File: src/sv/srac_pkg.sv
// Package for the send rate adaptation controller.
// Holds constants, op codes and the sequencer state type; no dependencies.
`timescale 1ns / 1ps
package srac_pkg;
  localparam int unsigned PivotDepthDef  = 5;
  localparam int unsigned GrowthDepthDef = 3;
  localparam int unsigned RateW   = 40;
  localparam int unsigned BufW    = 31;
  localparam int unsigned TimeW   = 32;
  localparam int unsigned DivW    = 60;  // bytes * 1e6 fits in 60 bits
  localparam logic [7:0] SettleRst  = 8'd30;
  localparam logic [7:0] SpacingRst = 8'd10;
  localparam logic [19:0] UsPerSec  = 20'd1000000;
  localparam logic [RateW-1:0] RateMax = {RateW{1'b1}};

  typedef enum logic [1:0] {
    OpSent    = 2'd0,
    OpBuffer  = 2'd1,
    OpTick    = 2'd2,
    OpDiscard = 2'd3
  } op_e;

  typedef enum logic [0:0] {
    CfgSettle  = 1'b0,
    CfgSpacing = 1'b1
  } cfg_e;

  typedef enum logic [2:0] {
    StIdle, StMul, StDiv, StDecide, StPush, StSum, StAvg, StOut
  } state_e;

  localparam logic [1:0] DirHold = 2'b00;
  localparam logic [1:0] DirUp   = 2'b01;
  localparam logic [1:0] DirDown = 2'b11;
endpackage

File: src/sv/send_rate_adaptation_controller_core.sv
// Send rate adaptation controller: samples accumulate one per cycle while idle
// with no result pending; a tick runs a bit-serial multiply by 1e6, a bit-serial
// divide, a one-entry-per-cycle pivot sum and a serial divide for the average;
// the result register then waits for tready.
// Reset (rst_ni low, asynchronous) clears all control state and restores
// the holdoff registers to 30 s and 10 s.
`timescale 1ns / 1ps
module send_rate_adaptation_controller_core
  import srac_pkg::*;
#(
  parameter int unsigned PIVOT_DEPTH  = PivotDepthDef,
  parameter int unsigned GROWTH_DEPTH = GrowthDepthDef
) (
  input  logic         clk_i,
  input  logic         rst_ni,
  input  logic         s_axis_tvalid,
  output logic         s_axis_tready,
  // tdata: bytes_sent[31:0], buffer_size[62:32], elapsed_us[94:63], now_sec[126:95], pad
  input  logic [127:0] s_axis_tdata,
  // tuser: op[1:0]
  input  logic [1:0]   s_axis_tuser,
  output logic         m_axis_tvalid,
  input  logic         m_axis_tready,
  // tdata: pivot_avg[39:0], measured_rate[79:40], pad
  output logic [79:0]  m_axis_tdata,
  // tuser: direction[1:0]
  output logic [1:0]   m_axis_tuser,
  input  logic         cfg_valid_i,
  output logic         cfg_ready_o,
  input  logic [0:0]   cfg_index_i,
  input  logic [7:0]   cfg_data_i
);
  localparam int unsigned PcW  = $clog2(PIVOT_DEPTH + 1);
  localparam int unsigned PiW  = (PIVOT_DEPTH > 1) ? $clog2(PIVOT_DEPTH) : 1;
  localparam int unsigned GcW  = $clog2(GROWTH_DEPTH + 1);
  localparam int unsigned SumW = RateW + PcW;
  // The marker bit reaches the top once all multiplier bits are consumed.
  localparam logic [20:0] MulDone = {1'b1, 20'd0};

  logic [1:0]       op;
  logic [31:0]      in_bytes, in_elapsed, in_now;
  logic [BufW-1:0]  in_buf;
  assign op         = s_axis_tuser;
  assign in_bytes   = s_axis_tdata[31:0];
  assign in_buf     = s_axis_tdata[62:32];
  assign in_elapsed = s_axis_tdata[94:63];
  assign in_now     = s_axis_tdata[126:95];

  state_e state_q, state_d;
  logic [7:0] settle_q, spacing_q;
  logic [RateW-1:0] sent_q;
  logic buf_seen_q, had_dec_q, inc_seen_q, out_v_q;
  logic [BufW-1:0] buf_latest_q;
  logic [BufW-1:0] growth_q [GROWTH_DEPTH];
  logic [GcW-1:0] gcnt_q;
  logic [TimeW-1:0] last_dec_q, last_inc_q, now_q, elap_q;
  logic [1:0] prev_dir_q, dir_q;
  logic [RateW-1:0] pivot_q [PIVOT_DEPTH];
  logic [PcW-1:0] pcnt_q, sidx_q;
  logic [SumW-1:0] sum_q;
  logic [DivW-1:0] prod_q;
  logic [20:0] mul_q;
  logic [RateW-1:0] rate_q, avg_q, out_avg_q, out_rate_q;
  logic [1:0] out_dir_q;
  logic tick_busy;

  // Divider shared between rate and pivot average.
  logic div_start, div_done;
  logic [DivW-1:0] div_num, div_quo;
  logic [TimeW-1:0] div_den;
  srac_serdiv #(.NumW(DivW), .DenW(TimeW)) u_div (
    .clk_i, .rst_ni, .start_i(div_start), .num_i(div_num), .den_i(div_den),
    .done_o(div_done), .quo_o(div_quo)
  );

  assign tick_busy     = (state_q != StIdle);
  assign s_axis_tready = !tick_busy && !out_v_q;
  assign cfg_ready_o   = 1'b1;
  assign m_axis_tvalid = out_v_q;
  assign m_axis_tdata  = {out_rate_q, out_avg_q};
  assign m_axis_tuser  = out_dir_q;

  logic acc;
  assign acc = s_axis_tvalid && s_axis_tready;

  // Trend over the growth history, newest at index 0.
  logic signed [GcW+1:0] trend;
  always_comb begin
    trend = '0;
    for (int i = 0; i < GROWTH_DEPTH; i++) begin
      if (GcW'(i) < gcnt_q) begin
        if (i == 0) begin
          if (growth_q[0] != '0) trend = trend - 2'sd1;
        end else if (growth_q[i] > growth_q[i-1]) trend = trend - 2'sd1;
        else if (growth_q[i] < growth_q[i-1]) trend = trend + 2'sd1;
      end
    end
  end

  logic settled, spaced;
  logic [TimeW-1:0] dt_dec, dt_inc;
  assign dt_dec  = now_q - last_dec_q;
  assign dt_inc  = now_q - last_inc_q;
  assign settled = dt_dec > {24'd0, settle_q};
  assign spaced  = !inc_seen_q || (dt_inc > {24'd0, spacing_q});

  always_comb begin
    state_d   = state_q;
    div_start = 1'b0;
    div_num   = prod_q;
    div_den   = elap_q;
    unique case (state_q)
      StIdle:   if (acc && op == OpTick) state_d = StMul;
      StMul:    if (mul_q == MulDone) begin
        state_d = (elap_q == '0) ? StDecide : StDiv;
        div_start = (elap_q != '0);
      end
      StDiv:    if (div_done) state_d = StDecide;
      StDecide: state_d = StPush;
      StPush:   state_d = StSum;
      StSum:    if (sidx_q == pcnt_q) begin
        state_d = (pcnt_q == '0) ? StOut : StAvg;
        div_start = (pcnt_q != '0);
        div_num = DivW'(sum_q);
        div_den = TimeW'(pcnt_q);
      end
      StAvg:    if (div_done) state_d = StOut;
      StOut:    state_d = StIdle;
      default:  state_d = StIdle;
    endcase
  end

  always_ff @(posedge clk_i or negedge rst_ni) begin
    if (!rst_ni) begin
      state_q <= StIdle; settle_q <= SettleRst; spacing_q <= SpacingRst;
      sent_q <= '0; buf_seen_q <= 1'b0; buf_latest_q <= '0; gcnt_q <= '0;
      had_dec_q <= 1'b0; last_dec_q <= '0; inc_seen_q <= 1'b0;
      last_inc_q <= '0; prev_dir_q <= DirHold; pcnt_q <= '0; out_v_q <= 1'b0;
      dir_q <= DirHold;
    end else begin
      state_q <= state_d;
      if (cfg_valid_i) begin
        unique case (cfg_index_i)
          CfgSettle:  settle_q  <= cfg_data_i;
          CfgSpacing: spacing_q <= cfg_data_i;
          default: ;
        endcase
      end
      if (out_v_q && m_axis_tready) out_v_q <= 1'b0;
      if (acc) begin
        unique case (op)
          OpSent: begin
            if ({1'b0, sent_q} + (RateW+1)'(in_bytes) > {1'b0, RateMax})
              sent_q <= RateMax;
            else sent_q <= sent_q + RateW'(in_bytes);
          end
          OpBuffer: begin buf_latest_q <= in_buf; buf_seen_q <= 1'b1; end
          OpDiscard: buf_seen_q <= 1'b0;
          default: begin
            if (buf_seen_q && gcnt_q != GcW'(GROWTH_DEPTH)) gcnt_q <= gcnt_q + 1'b1;
          end
        endcase
      end
      if (state_q == StDecide) begin
        dir_q <= DirHold;
        if (buf_seen_q) begin
          if (trend <= 0 && (!had_dec_q || (settled && spaced))) begin
            dir_q <= DirUp;
          end else if (trend > 0) begin
            dir_q <= DirDown; had_dec_q <= 1'b1; last_dec_q <= now_q;
          end
        end
      end
      if (state_q == StPush && buf_seen_q) begin
        if (prev_dir_q == DirDown && dir_q != DirDown && pcnt_q != PcW'(PIVOT_DEPTH))
          pcnt_q <= pcnt_q + 1'b1;
      end
      if (state_q == StOut) begin
        if (buf_seen_q) begin
          if (rate_q > avg_q && pcnt_q != PcW'(PIVOT_DEPTH)) pcnt_q <= pcnt_q + 1'b1;
          prev_dir_q <= dir_q;
          if (dir_q == DirUp) begin last_inc_q <= now_q; inc_seen_q <= 1'b1; end
        end
        out_v_q <= 1'b1;
        sent_q <= '0;
        buf_seen_q <= 1'b0;
      end
    end
  end

  // Payload path: growth shift, bit-serial multiply, rate and average capture, pivot ring and sum, output registers.
  always_ff @(posedge clk_i) begin
    if (acc && op == OpTick) begin
      elap_q <= in_elapsed; now_q <= in_now;
      prod_q <= '0; mul_q <= {UsPerSec, 1'b1};
      if (buf_seen_q) begin
        growth_q[0] <= buf_latest_q;
        for (int i = 1; i < GROWTH_DEPTH; i++) growth_q[i] <= growth_q[i-1];
      end
    end
    if (state_q == StMul && mul_q != MulDone) begin
      // Shift-add on the multiplier bits, MSB first.
      prod_q <= (prod_q << 1) + (mul_q[20] ? DivW'(sent_q) : '0);
      mul_q  <= {mul_q[19:0], 1'b0};
    end
    if (state_q == StMul && mul_q == MulDone && elap_q == '0) rate_q <= RateMax;
    if (state_q == StDiv && div_done)
      rate_q <= (div_quo[DivW-1:RateW] != '0) ? RateMax : div_quo[RateW-1:0];
    if (state_q == StPush) begin
      sum_q <= '0; sidx_q <= '0; avg_q <= '0;
      if (buf_seen_q && prev_dir_q == DirDown && dir_q != DirDown) begin
        pivot_q[0] <= rate_q;
        for (int i = 1; i < PIVOT_DEPTH; i++) pivot_q[i] <= pivot_q[i-1];
      end
    end
    if (state_q == StSum && sidx_q != pcnt_q) begin
      sum_q  <= sum_q + SumW'(pivot_q[sidx_q[PiW-1:0]]);
      sidx_q <= sidx_q + 1'b1;
    end
    if (state_q == StAvg && div_done) avg_q <= div_quo[RateW-1:0];
    if (state_q == StOut) begin
      out_dir_q  <= dir_q;
      out_avg_q  <= buf_seen_q ? avg_q : '0;
      out_rate_q <= rate_q;
      if (buf_seen_q && rate_q > avg_q) begin
        pivot_q[0] <= rate_q;
        for (int i = 1; i < PIVOT_DEPTH; i++) pivot_q[i] <= pivot_q[i-1];
      end
    end
  end
endmodule

File: src/sv/srac_serdiv.sv
// Bit-serial restoring divider: one quotient bit per cycle.
// Depends on srac_pkg for widths.
`timescale 1ns / 1ps
module srac_serdiv
  import srac_pkg::*;
#(
  parameter int unsigned NumW = DivW,
  parameter int unsigned DenW = 32
) (
  input  logic            clk_i,
  input  logic            rst_ni,
  input  logic            start_i,
  input  logic [NumW-1:0] num_i,
  input  logic [DenW-1:0] den_i,
  output logic            done_o,
  output logic [NumW-1:0] quo_o
);
  localparam int unsigned CntW = $clog2(NumW + 1);
  logic [NumW-1:0] quo_q, quo_d;
  logic [DenW-1:0] rem_q, rem_d;
  logic [DenW-1:0] den_q;
  logic [CntW-1:0] cnt_q, cnt_d;
  logic            busy_q, busy_d;
  logic [DenW:0]   trial;

  assign trial  = {rem_q, quo_q[NumW-1]};
  assign done_o = busy_q && (cnt_q == CntW'(1)) ? 1'b1 : 1'b0;
  assign quo_o  = quo_d;

  always_comb begin
    quo_d  = quo_q;
    rem_d  = rem_q;
    cnt_d  = cnt_q;
    busy_d = busy_q;
    if (start_i) begin
      quo_d  = num_i;
      rem_d  = '0;
      cnt_d  = CntW'(NumW);
      busy_d = 1'b1;
    end else if (busy_q) begin
      if (trial >= {1'b0, den_q}) begin
        rem_d = DenW'(trial - {1'b0, den_q});
        quo_d = {quo_q[NumW-2:0], 1'b1};
      end else begin
        rem_d = trial[DenW-1:0];
        quo_d = {quo_q[NumW-2:0], 1'b0};
      end
      cnt_d = cnt_q - CntW'(1);
      if (cnt_q == CntW'(1)) busy_d = 1'b0;
    end
  end

  always_ff @(posedge clk_i or negedge rst_ni) begin
    if (!rst_ni) begin
      busy_q <= 1'b0;
      cnt_q  <= '0;
    end else begin
      busy_q <= busy_d;
      cnt_q  <= cnt_d;
    end
  end

  always_ff @(posedge clk_i) begin
    quo_q <= quo_d;
    rem_q <= rem_d;
    if (start_i) den_q <= den_i;
  end
endmodule

File: config.mk
export PLATFORM = sky130hd
export DESIGN_NAME = send_rate_adaptation_controller_core
export DESIGN_NICKNAME = d
export VERILOG_FILES = /design/src/sv/srac_pkg.sv /design/src/sv/send_rate_adaptation_controller_core.sv /design/src/sv/srac_serdiv.sv
export SDC_FILE = /design/constraint.sdc
export NUM_CORES = 2
export LEC_CHECK = 0
export BUFFER_PORTS_ARGS = -buffer_cell sky130_fd_sc_hd__buf_2
export CORE_AREA = 2 2 501 254
export DETAILED_ROUTE_END_ITERATION = 8
export DIE_AREA = 0 0 503 256
export PLACE_DENSITY = 0.6
export REMOVE_ABC_BUFFERS = 1
export SYNTH_ARGS = -nofsm -noshare
export SYNTH_HDL_FRONTEND = slang
export SYNTH_SLANG_ARGS = --single-unit
File: constraint.sdc
create_clock -name clk_i -period 11.8 [get_ports clk_i]
set_input_delay 2.36 -clock clk_i [delete_from_list [all_inputs] [get_ports clk_i]]
set_output_delay 2.36 -clock clk_i [all_outputs]
set_load 0.02 [all_outputs]
Yosys cells after proc, flatten, opt, wreduce, memory -nomap -nowiden
Memory sizes are Yosys's and may differ from the RTL's. A register that Yosys moved wholly into a read port is not among the register bits.
Cells that the tools add are included.
W data, S select, Z words.
- $add $sub $neg: 15
- $lt $le $gt $ge: 14
- equal/unequal tests: 25
- muxes and demuxes: 79
- bitwise operators: 8
- reduce and logical (&&, ||, !) cells: 56
- operators by type and width (kind ; number):
    $mux W40 ; 15
    $mux W60 ; 6
    $mux W32 ; 3
    $sub A32 B32 Y32 ; 3
    $mux W43 ; 2
    $gt A32 B8 Y1 ; 2
    $gt A31 B31 Y1 ; 2
    $lt A31 B31 Y1 ; 2
    $add A60 B40 Y60 ; 1
    $add A43 B40 Y43 ; 1
    $mux W21 ; 2
    $add A40 B32 Y41 ; 1
    $gt A41 B40 Y1 const B ; 1
    $add A40 B32 Y40 ; 1
    $gt A40 B40 Y1 ; 1
    $mux W3 ; 13
    $ge A33 B32 Y1 ; 1
    $logic_not A32 Y1 ; 1
    $mux W4 ; 8
    $reduce_bool A32 Y1 ; 1
    $reduce_bool A31 Y1 ; 1
    $pmux W3 S8 ; 1
    $mux W1 ; 22
    $eq A21 B21 Y1 const B ; 1
    other kinds (39) ; 105
- register bits after elaboration: 651
- RAM bits: 293
- input bits: 144
- output and inout bits: 85
- logic and storage cells: 231
- memories: 2
- memories (name ; depth ; width ; rd ports ; clocked after memory_dff ; write ports ; RTL line ; text):
    pivot_q ; 5 ; 40 ; 5 ; 1 ; 5 ; send_rate_adaptation_controller_core.sv:58 ; logic [RateW-1:0] pivot_q [PIVOT_DEPTH];
    growth_q ; 3 ; 31 ; 3 ; 0 ; 3 ; send_rate_adaptation_controller_core.sv:54 ; logic [BufW-1:0] growth_q [GROWTH_DEPTH];

Logic depth before layout (Yosys ltp)
An unclocked memory read counts as a cell.
- word-level depth: 16
- depth in mapped cells: 20
- mapped depth without buffers: 19

By module
From an unflattened synthesis, not the netlist that was laid out.
- cell total of the unflattened synthesis: 4444
- area, all modules: 50244.4 um^2
- modules (own cells, without submodules) (module ; instances ; cells an instance ; area an instance (um^2) ; seq. area each (um^2)):
    send_rate_adaptation_controller_core ; 1 ; 3699 ; 43345.3 ; 23635.2
    srac_serdiv ; 1 ; 745 ; 6899.1 ; 2977.9

Worst setup path after synthesis
No wires, ideal clock.
- path type: register to register
- from: register rate_q[39]
- to: memory pivot_q[0][0], enable pin
- library setup time: 0.764 ns
- data arrival time: 10.001 ns
- data required time: 11.036 ns
- slack: 1.035 ns
- stages on the path, launching flop included: 9
- buffers on the path: 0
- clock period less this slack: 10.765 ns
- path through: edfxtp_1 > ha_1 > nand4_1 > or2_2 > nor3_1 > nand3_1 > a211oi_1 > a2111oi_1 > nor2_1
- RTL lines (what ; RTL line ; text):
    from (decl) ; send_rate_adaptation_controller_core.sv:63 ; logic [RateW-1:0] rate_q, avg_q, out_avg_q, out_rate_q;
    from (signal assigned) ; send_rate_adaptation_controller_core.sv:206 ; if (state_q == StMul && mul_q == MulDone && elap_q == '0) rate_q <= RateMax;
    from (signal assigned) ; send_rate_adaptation_controller_core.sv:208 ; rate_q <= (div_quo[DivW-1:RateW] != '0) ? RateMax : div_quo[RateW-1:0];
    to (decl) ; send_rate_adaptation_controller_core.sv:58 ;

==> flow_metrics.env <==
export IMPL_antenna_found_initial=14
export IMPL_mostFrequentLayoutCell="edfxtp_1"
export IMPL_worst_pin_slew_ps=1390
export IMPL_p_per_area_nw_per_um2=217
export IMPL_die_area_sq_um=129000
export IMPL_final_setup_viol_count=0
export IMPL_grt_usage_pct=21.3
export IMPL_place_hpwl_um=101000
export IMPL_hold_class="reg -> reg"
export IMPL_crit_family="simple AND/OR/NAND/NOR gates"
export IMPL_fp_row_count=92
export IMPL_io_pins=229
export IMPL_path_class="reg -> reg"
export IMPL_area_growth_pct=12.2
export IMPL_wl_um=139000
export IMPL_post_cts_buffers=0
export IMPL_grt_pass1_vias=33949
export IMPL_start_util_pct=40.7
export IMPL_final_cell_mix="edfxtp_1, nand2_1, inv_1"
export IMPL_grt_busiest_layer="met1"
export IMPL_htreeDepth=3
export IMPL_synth_top_flop_cell="edfxtp_1"
export IMPL_die_w_um=503
export IMPL_max_stage_delay_ps=890
export IMPL_filler_cell_count=11608
export IMPL_cts_resized=0
export IMPL_cp_max_fo=168
export IMPL_synth_edf_count=677
export IMPL_wl_per_cell_um=20.9
export IMPL_cts_buffers=91
export IMPL_start_kind="flop"
export IMPL_insertion_delay_ps=710
export IMPL_grt_pass1_wl_um=211000
export IMPL_die_h_um=256
export IMPL_cp_data_arrival_time_ps=6760
export IMPL_seq_area_sq_um=26600
export IMPL_pwr_share_comb_pct=36.5
export IMPL_yosysTopAreaCell="edfxtp_1"
export IMPL_clkPwrFrac_pct=26.5
export IMPL_cts_root_buffer="clkbuf_16"
export IMPL_outcome="complete, no violations"
export IMPL_viasPerCell=5.50
export IMPL_p_seq_share_pct=37.0
export IMPL_slowest_stage="nor3_2"
export IMPL_via_count=36408
export IMPL_rsz0062_at_grt="false"
export IMPL_synth_area_leaders="edfxtp_1, dfrtp_1, ha_1"
export IMPL_clk_pin_slew_ps=70
export IMPL_cts_tree="done"
export IMPL_grt_use_met2_pct=26.1
export IMPL_drive_gt1_share_pct=13.3
export IMPL_fin_total_pwr_uw=12400
export IMPL_io_buffers=226
export IMPL_holdWs_ps=422
export IMPL_final_setup_tns_ps=0
export IMPL_max_freq_mhz=155
export IMPL_place_gp_congestion=0.930
export IMPL_core_sq_um=125000
export IMPL_drc=0
export IMPL_ctsHoldBuffers=0
export IMPL_power_internal_uw=7870
export IMPL_end_kind="flop"
export IMPL_timing_final_crit_period_ps=6430
export IMPL_synth_cell_type_count=100
export IMPL_max_clock_path_buffers=3
export IMPL_period_share_pct=54.5
export IMPL_p_switching_uw=4520
export IMPL_cap_violations=0
export IMPL_grt_overflow=0
export IMPL_slew_viol_final=0
export IMPL_relSlewSlack_pct=6.58
export IMPL_vdd_drop_max_uv=135
export IMPL_final_nets=5328
export IMPL_syn_inst=4648
export IMPL_p_sw_share_pct=36.5
export IMPL_cts_num_sinks=947
export IMPL_synth_seq_area_share_pct=52.4
export IMPL_power_leakage_uw=0.0234
export IMPL_critical_path_buf_inv_count=2
export IMPL_async_flop_share_pct=18.4
export IMPL_met3_usage_pct=5.04
export IMPL_grt_max_degree=180
export IMPL_drtAntennaViolNets=0
export IMPL_hold_viol=0
export IMPL_ys_warn_count=0
export IMPL_met1_usage_pct=36.4
export IMPL_postSynthAreaPerCell_sq_um=10.9
export IMPL_synth_seq_cells=947
export IMPL_drtIter0Drc=3535
export IMPL_synth_top_cell_area_share_pct=40.0
export IMPL_critPathRequiredTime_ps=12130
export IMPL_fin_util_pct=45.7
export IMPL_multi_input_area_sq_um=22200
export IMPL_syn_area_sq_um=50800
export IMPL_fin_worst_skew_ps=28.9
export IMPL_crit_path_cell_trace="ha_1 -> nand4_1 -> or2_2 -> nor3_2 -> nand3_1 -> a211oi_1 -> a2111oi_1 -> buf_4 -> nor2_4 -> buf_12"
export IMPL_dr_pass1_iters=5
-- synth_stat cells (43+ instances only) --
master      n
a211oi_1   57
a21o_1    117
a21oi_1   317
a31oi_1    43
and2_1    143
clkbuf_1  114
dfrtp_1   168
dfxtp_1    96
edfxtp_1  677
ha_1      335
inv_1     344
mux2_2     89
mux2i_1    94
nand2_1   439
nand3_1   100
nand4_1    47
nor2_1    334
nor2b_1    43
nor3_1     67
o21ai_0   198
xnor2_1    94
xor2_1     64
-- kinds of logic (layout without fill, tap and decap cells) --
family                     count (synthesis)  after routing  share of synthesized area [%]
and+or+nand+nor                         1444           1444                           13.8
AOI/OAI and AO/OA                       1026           1026                           12.9
DFF                                      947            947                           52.4
buffers and inverters                    508            781                           4.08
adders and majority gates                341            341                           8.48
muxes                                    223            223                           5.60
xor gates and xnor gates                 158            158                           2.72
other                                      1              8                        0.00738
-- registers in the layout (all words and copies together) (netlist names), 43 cells and up, named ones only --
| register | flops |
|---|---|
| growth_q | 93 |
| pivot_q | 200 |
| prod_q | 60 |
| sum_q | 43 |
| u_div.quo_q | 60 |
-- power by group through the flow --
stage	Combinational, uW	Clock, uW	Sequential, uW
global placement	4370	0	4640
CTS	4470	3350	4580
floorplan	3110	0	4670
global route	4990	3480	4650
finish	4530	3280	4590
detailed placement	4440	0	4650
-- final cells by class --
cell class | count | share of cell area [%]
tap | 1692 | 3.71
timing repair buffer | 265 | 2.53
sequential | 947 | 46.7
antenna | 7 | 0.0307
clock inverter | 57 | 1.40
clock buffer | 114 | 4.38
inverter | 345 | 2.30
multi-input combinational | 3193 | 39.0
-- final timing paths --
kind | start | endpoint | slack [ps] | depth (start not counted)
hold / removal | buf_latest_q[4]$_DFFE_PN0P_ | growth_q[0][4]$_DFFE_PP_ | 420 | 0
max in group asynchronous | rst_ni | u_div.busy_q$_DFF_PN0_ | 8730 | 2
hold reg to reg | buf_latest_q[4]$_DFFE_PN0P_ | growth_q[0][4]$_DFFE_PP_ | 420 | 0
setup / recovery | rate_q[35]$_SDFFCE_PP1P_ | pivot_q[2][34]$_DFFE_PP_ | 5370 | 10
min in group asynchronous | rst_ni | last_inc_q[1]$_DFFE_PN0P_ | 1670 | 1
setup reg to reg | rate_q[35]$_SDFFCE_PP1P_ | pivot_q[2][34]$_DFFE_PP_ | 5370 | 10
-- per-stage QoR --
step | area (sq um) | setup WS [ps] | instances
global route | 57000 | 4880 | 6616
detailed placement | 53700 | 5530 | 6442
global placement | 53700 | 5580 | 6442
floorplan | 50100 | -1140 | 4485
CTS | 57000 | 5530 | 6613
finish | 57000 | 5370 | 6620
-- layer usage --
layer	wire [um]	share of wire, %	vias up
met2	50300	36	1238
met4	1920	1.4	6
met1	74700	54	17680
met3	11700	8.4	129
met5	45	0.032	-
li1	-	-	17355
(Power assumes the default switching activity.)
